$ cat src/sv/fct_pkg.sv
// shared types and constants for the frustum cull block
package fct_pkg;

   localparam int PLANE_COUNT_DEF = 6;
   localparam int FRAC_BITS_DEF   = 16;
   localparam int COEF_W          = 32;
   localparam int COORD_W         = 32;
   localparam int RADIUS_W        = 31;
   localparam int PROD_W          = 64;
   // three full products plus scaled offset and radius, for any fraction width up to 24
   localparam int ACC_W           = 66;
   localparam int COEF_NUM        = 4;

   typedef enum logic [1:0] {
      OP_LOAD   = 2'd0,
      OP_BOX    = 2'd1,
      OP_SPHERE = 2'd2,
      OP_POLY   = 2'd3
   } opcode_type;

   // coefficient select, also the step of the multiply-accumulate sequence
   typedef enum logic [1:0] {
      AXIS_X   = 2'd0,
      AXIS_Y   = 2'd1,
      AXIS_Z   = 2'd2,
      AXIS_OFS = 2'd3
   } coef_sel_type;

   typedef struct packed {
      opcode_type                 op;
      logic signed [COORD_W-1:0]  pos_x;
      logic signed [COORD_W-1:0]  pos_y;
      logic signed [COORD_W-1:0]  pos_z;
      logic signed [COORD_W-1:0]  far_x;
      logic signed [COORD_W-1:0]  far_y;
      logic signed [COORD_W-1:0]  far_z;
      logic [RADIUS_W-1:0]        radius;
      logic                       last_point;
   } item_type;

   typedef struct packed {
      logic         run;
      coef_sel_type step;
      logic         commit;
   } cell_ctrl_type;

   typedef struct packed {
      logic                      en;
      coef_sel_type              sel;
      logic signed [COEF_W-1:0]  data;
   } coef_wr_type;

endpackage

$ cat src/sv/fct_cell.sv
// one clip plane cell: coefficients, multiply-accumulate and polygon flag
module fct_cell #(
   parameter int FRAC_BITS = fct_pkg::FRAC_BITS_DEF
) (
   input  logic                   clock,
   input  logic                   reset,
   input  fct_pkg::coef_wr_type   wr,
   input  fct_pkg::item_type      item,
   input  fct_pkg::cell_ctrl_type ctrl,
   input  logic                   keep_prev,
   output logic                   keep_next
);

   localparam int ACC_W   = fct_pkg::ACC_W;
   localparam int COEF_W  = fct_pkg::COEF_W;
   localparam int COORD_W = fct_pkg::COORD_W;
   localparam int PROD_W  = fct_pkg::PROD_W;

   logic signed [COEF_W-1:0]  coef_ff [fct_pkg::COEF_NUM];
   logic signed [PROD_W-1:0]  prod_ff, prod_in;
   logic [ACC_W-1:0]          base_ff, base_in;
   logic [ACC_W-1:0]          acc_ff, acc_in;
   logic                      seen_ff, seen_in;

   logic signed [COEF_W-1:0]  cur_coef;
   logic signed [COORD_W-1:0] pos_c, far_c, hi_c, lo_c, coord;
   logic [ACC_W-1:0]          rad_term;
   logic                      acc_neg, acc_pos, keep;

   always_comb begin
      cur_coef = coef_ff[ctrl.step];
      case (ctrl.step)
         fct_pkg::AXIS_X: begin
            pos_c = item.pos_x;
            far_c = item.far_x;
         end
         fct_pkg::AXIS_Y: begin
            pos_c = item.pos_y;
            far_c = item.far_y;
         end
         fct_pkg::AXIS_Z: begin
            pos_c = item.pos_z;
            far_c = item.far_z;
         end
         default: begin
            pos_c = item.pos_x;
            far_c = item.far_x;
         end
      endcase
      hi_c = (far_c > pos_c) ? far_c : pos_c;
      lo_c = (far_c > pos_c) ? pos_c : far_c;
      // box: the corner that maximises the distance decides whether all corners are behind
      if (item.op == fct_pkg::OP_BOX) begin
         coord = cur_coef[COEF_W-1] ? lo_c : hi_c;
      end else begin
         coord = pos_c;
      end
      prod_in = cur_coef * coord;

      rad_term = (item.op == fct_pkg::OP_SPHERE) ? (ACC_W'(item.radius) << FRAC_BITS) : '0;
      base_in  = (ACC_W'(coef_ff[fct_pkg::AXIS_OFS]) << FRAC_BITS) + rad_term;

      case (ctrl.step)
         fct_pkg::AXIS_X: acc_in = acc_ff;
         fct_pkg::AXIS_Y: acc_in = base_ff + ACC_W'(prod_ff);
         default:         acc_in = acc_ff + ACC_W'(prod_ff);
      endcase
   end

   assign acc_neg = acc_ff[ACC_W-1];
   assign acc_pos = !acc_neg && (|acc_ff);

   always_comb begin
      case (item.op)
         fct_pkg::OP_BOX:    keep = !acc_neg;
         fct_pkg::OP_SPHERE: keep = acc_pos;
         fct_pkg::OP_POLY:   keep = seen_ff | acc_pos;
         default:            keep = 1'b1;
      endcase
      seen_in = seen_ff;
      if (ctrl.commit && item.op == fct_pkg::OP_POLY) begin
         seen_in = item.last_point ? 1'b0 : (seen_ff | acc_pos);
      end
   end

   assign keep_next = keep_prev & keep;

   always_ff @(posedge clock) begin
      if (reset) begin
         for (int i = 0; i < fct_pkg::COEF_NUM; i++) begin
            coef_ff[i] <= '0;
         end
         seen_ff <= 1'b0;
      end else begin
         if (wr.en) begin
            coef_ff[wr.sel] <= wr.data;
         end
         seen_ff <= seen_in;
      end
   end

   always_ff @(posedge clock) begin
      if (ctrl.run) begin
         prod_ff <= prod_in;
         acc_ff  <= acc_in;
         if (ctrl.step == fct_pkg::AXIS_X) begin
            base_ff <= base_in;
         end
      end
   end

endmodule

$ cat config.mk
export PLATFORM = sky130hd
export DESIGN_NAME = fct_cell
export DESIGN_NICKNAME = d
export VERILOG_FILES = /design/src/sv/fct_pkg.sv /design/src/sv/fct_cell.sv
export SDC_FILE = /design/constraint.sdc
export NUM_CORES = 2
export LEC_CHECK = 0
export ABC_AREA = 1
export BUFFER_PORTS_ARGS = -buffer_cell sky130_fd_sc_hd__buf_2
export CAP_MARGIN = 20
export CORE_UTILIZATION = 50
export CTS_BUF_LIST = sky130_fd_sc_hd__clkbuf_4 sky130_fd_sc_hd__clkbuf_8 sky130_fd_sc_hd__clkbuf_16
export DETAILED_ROUTE_END_ITERATION = 16
export GPL_ROUTABILITY_DRIVEN = 0
export PLACE_DENSITY = 0.67
export RECOVER_POWER = 50
export SLEW_MARGIN = 20
export SYNTH_ARGS = -nofsm -noshare
export SYNTH_HDL_FRONTEND = slang
export SYNTH_SLANG_ARGS = --single-unit
$ cat constraint.sdc
create_clock -name clock -period 17.48 [get_ports clock]
set_input_delay 1.748 -clock clock [delete_from_list [all_inputs] [get_ports clock]]
set_output_delay 1.748 -clock clock [all_outputs]
set_load 0.03 [all_outputs]
# Yosys cells after proc, flatten, opt, wreduce, memory -nomap -nowiden
# Memory sizes are Yosys's and may differ from the RTL's.
# Cells that the tools add are included.
# Widths: inputs -> output; s select.
# classes
n_addsub,3
mul,1
order_cmp,1
eq_ne,5
n_mux,18
n_bitwise,3
n_reduce_logical,8
# ops
operator,count
$mux 32,5
$add 66x66->66,2
$pmux 66 s2,1
$pmux 32 s2,2
$reduce_or 66->1,1
$mul 32x32->64,1
$add 48x48->49,1
$mux 47,1
$gt 32x32->1,1
$reduce_or 32->1,1
$mux 1,7
$eq 2x2->1 const B,3
$eq 2x1->1 const B,2
$reduce_and 2->1,2
$pmux 1 s3,1
$logic_and 1x1->1,2
$logic_not 2->1,1
$mux 2,1
$and 1x1->1,1
$logic_not 1->1,1
$not 1->1,1
$or 1x1->1,1
# totals
regBits,197
ram_bits,128
in_bits,268
output_inout_bits,1
word_cells,44
n_memories,1
# mem_list
memory,depth,width,read_ports,rd_ports_with_merged_regs,wr,line_no,text
coef_ff,4,32,2,0,4,fct_cell.sv:19,logic signed [COEF_W-1:0] coef_ff [fct_pkg::COEF_NUM];

# Longest topological paths before layout
# logic_depth
depth_word,7
ltp_mapped,61
ltp_nobuf,54

# Worst setup path after synthesis
# OpenSTA, ideal clock, no wires.
# synth_path
path_type,input-to-reg
from,input ctrl[2] in the netlist's numbering
to,register prod_ff[63] (data pin)
setup_ps,259
arrival_time_ps,11388
required_time_ps,17221
setup_slack_ps,5833
path_stages,47
path_buffers,6
path_cell_list,inv_2 -> buf_2 -> buf_1 -> ha_1 -> clkbuf_1 -> clkbuf_1 -> nand2_1 -> nand3_1 -> o21ai_0 -> ha_1 -> a21oi_1 -> o21a_1 -> nand2_1 -> a21oi_2 -> nand2_1 -> nand2_2 -> nand3_2 -> nand2_4 -> (+11 left out) -> fa_1 -> inv_1 -> fa_1 -> inv_1 -> fa_1 -> inv_1 -> fa_1 -> inv_1 -> fa_1 -> ha_1 -> nand2_1 -> nor2_1 -> inv_1 -> nor3_1 -> nand2_1 -> nor4_1 -> a21oi_1 -> xnor2_1
# synth_via
elab_chain_len,7
word_cells_on_any_way,11
classes_between,mul (1); order compare (1); eq/ne (2); mux (6); memory (1)
# synth_lines
item,line_no,text
start: declaration,fct_cell.sv:9,"input fct_pkg::cell_ctrl_type ctrl,"
$eq 2x2->1 or $eq 2x1->1 (tied branches),fct_cell.sv:32,case (ctrl.step)
$pmux 32 s2,fct_cell.sv:32,
$gt 32x32->1,"fct_cell.sv:50, fct_cell.sv:51",
$mux 32 (on tied branches),"fct_cell.sv:50, fct_cell.sv:51",
$mux 32,fct_cell.sv:54,coord = cur_coef[COEF_W-1] ? lo_c : hi_c;
$mux 32,fct_cell.sv:53,if (item.op == fct_pkg::OP_BOX) begin
$mul 32x32->64 *,fct_cell.sv:58,prod_in = cur_coef * coord;
via prod_in[63],fct_cell.sv:20,"logic signed [PROD_W-1:0] prod_ff, prod_in;"
end signal: assignment,fct_cell.sv:104,prod_ff <= prod_in;
end: declaration,fct_cell.sv:20,
# The timed path passes the listed nets; every way through them passes the cells marked *.
# A chain may end at the register's enable or synchronous reset.

# Worst setup path in the final report
# layout_path
from,input ctrl[1] in the netlist's numbering
to,register prod_ff[63] (data pin)
# Same word-level chain as after synthesis.

==> flow_summary.toml <==
[clock_tree]
postCtsSetupBuffers = 0
clk_transition_reported_paths_ns = 0.07
cts_resized = 0
clock_sinks = 292
clockBufferDepth = 3
holdBufCountCts = 0
cts_root_buf = "clkbuf_16"
numCtsBuffers = 34
htree_num_levels = 2
insertion_delay_ns = 0.57
cts_tree = "yes"

[yosys]
synth.distinct_cells = 50
synthAdderAreaFrac = 0.4494
synth_cells = 6657
synth-seq-area-share = 0.1535
syn_nets = 8324
synthTopCellsByArea = "fa_1, edfxtp_1, inv_1"
synth_top_area_share = 0.3804
synth-seq-cells = 292
synth_top_family_by_area = "adder cells"
yosys_warnings = 0
synthMuxAreaShare = 0
synth_compound_area_frac = 0.06985
synth_top_area_cell = "fa_1"
synth_area_um2 = 57050
syn_avg_cell_area_um2 = 8.571
synth-simple-area-share = 0.1905
synth-xor-area-share = 0.02487

[route]
via_count = 49060
postRouteAntennaNets = 0
firstDrtPassIters = 7
drcViolationCount = 0
via_per_inst = 5.912
route.detailed.wl_per_inst_um = 24.85
drtIter0Drc = 5337
routed_wl_um = 206200

[critical_path]
reg2reg_slack_ns = 5.53
cp-start-kind = "input pin"
cp-end-kind = "flip-flop"
cp_slowest_cell = "fa_1"
cpMostUsedCell = "fa_1"
reg2reg_depth = 32
cp.arrival_ns = 15.03
max_stage_delay_ns = 1.00
required_ns = 17.76
critPathKind = "input pin to flip-flop"
worstPathMaxFanout = 128

[floorplanning]
dieArea_um2 = 115500
rows = 123
initial_utilization = 0.5058
fp.dieH_um = 339.8
die_width_um = 339.8
io_pins = 269
core_um2 = 112800

[cells_and_area]
area_growth_pct = 6.623
nets = 8437
final_common_cell = "inv_1"
drive_gt1_frac = 0.08300
mostFrequentLayoutCells = "inv_1, fa_1, nor2_1, nand2_1, nand3_1"

[placement]
portBuffers = 268
dpl.hpwl_um = 159700

[global_route]
grt-ovfl-total = 0
grt_pass1_vias = 50380
antenna_found_initial = 2
grt_pass1_wl_um = 305800
grt_max_degree = 129
grtUsageTotal = 0.3563

[timing]
setup_violations = 0
worstMarginPinSlew_ns = 3.450
rsz0062_at_grt = "false"
report.final.hold_viol_count = 0
finalClockSkew_ns = 0.02705
fin_crit_ns = 14.75
slew_viol_final = 295
clock.fmax_ghz = 0.06780
slew_headroom = -1.300
finalCritPeriodShare = 0.8438
tns_ns = 0

[outcome]
violations = "capacitance limit, slew limit"
outcome = "complete, but fails checks"

[hold_path]
min_path_type = "flip-flop to flip-flop"
min_path_cells = 1

[flow_run]
maxCapViolCount = 7
-- metrics by stage --
step | instance area [µm²] | instances | utilization | worst slack (ns) | hold WS (ns)
after global routing | 60830 | 8295 | 0.5392 | 1.819 | 0.6094
after CTS | 60810 | 8293 | 0.5391 | 2.868 | 0.5895
after global placement | 59680 | 8231 | 0.5291 | 2.551 | 0.5400
final | 60830 | 8297 | 0.5393 | 2.731 | 0.5834
after detailed placement | 59700 | 8232 | 0.5292 | 2.271 | 0.5625
after floorplan | 57050 | 6657 | - | 5.833 | 0.5257
-- final timing paths --
| path | start | to |
|---|---|---|
| worst max register to register | coef_ff[3][31] | prod_ff[63] |
| worst min-delay path | prod_ff[0] | acc_ff[0] |
| worst max-delay path | ctrl[1] | prod_ff[63] |
| worst min register to register | prod_ff[0] | acc_ff[0] |
-- worst max-delay path, delay by kind of cell --
| kind | cells | cell delay [ns] |
|---|---|---|
| adders and majority gates | 11 | 6.28 |
| xor gates and xnor gates | 1 | 0.09 |
| and+or+nand+nor | 13 | 3.45 |
| buffers and inverters | 10 | 1.88 |
| AOI/OAI and AO/OA | 9 | 1.43 |
-- per-layer routing --
| layer | global-route usage | vias up | share of wire |
|---|---|---|---|
| met2 | 0.5340 | 3362 | 0.42 |
| li1 | - | 20950 | - |
| met3 | 0.1155 | 827 | 0.14 |
| met5 | 0 | - | 0.000063 |
| met1 | 0.4469 | 23920 | 0.36 |
| met4 | 0.2205 | 2 | 0.079 |
-- logic make-up (layout without fill, tap and decap cells) --
group / Yosys count / count (layout)
buffers and inverters: 1624 / 1762
DFF: 292 / 292
and+or+nand+nor: 2517 / 2517
other: 0 / 2
AOI/OAI and AO/OA: 663 / 663
adders and majority gates: 1399 / 1399
xor gates and xnor gates: 162 / 162
-- synth_stat cells, drive strengths merged --
master / n
a21oi: 265
dfxtp: 1
xnor2: 63
nand2: 667
a21o: 23
a32oi: 32
o21bai: 23
or2: 79
o211ai: 32
o21a: 14
nand3b: 2
nor4: 21
o211a: 1
nand3: 601
a221oi: 4
clkbuf: 146
fa: 1084
nand4: 51
nor2: 1022
nor3: 63
a21boi: 7
clkinv: 7
inv: 1343
o221a: 2
and2: 2
o31ai: 1
edfxtp: 291
o311ai: 2
o221ai: 1
ha: 315
buf: 128
o21ai: 224
and3: 9
xor2: 99
o2111ai: 1
a31oi: 31
-- flip-flops by register name, summed over array words and instances, names as in the netlist --
signal / flops
seen_ff: 1
prod_ff: 64
base_ff: 33
coef_ff: 128
acc_ff: 66
-- area by class of cell --
class                   count  area [µm²]
diodes                      2       5.005
clock buffers              39       888.4
clock inverters            22       221.5
fillers                 10400       51970
inverters                1350        5067
multi-input cells        4741       42040
flip-flops and latches    292        8758
well taps                1500        1877
repair buffers            351        1974
Power is left out: the tool's default activity adds up to more than one toggle a clock period on the data nets, which glitch-free logic cannot reach.
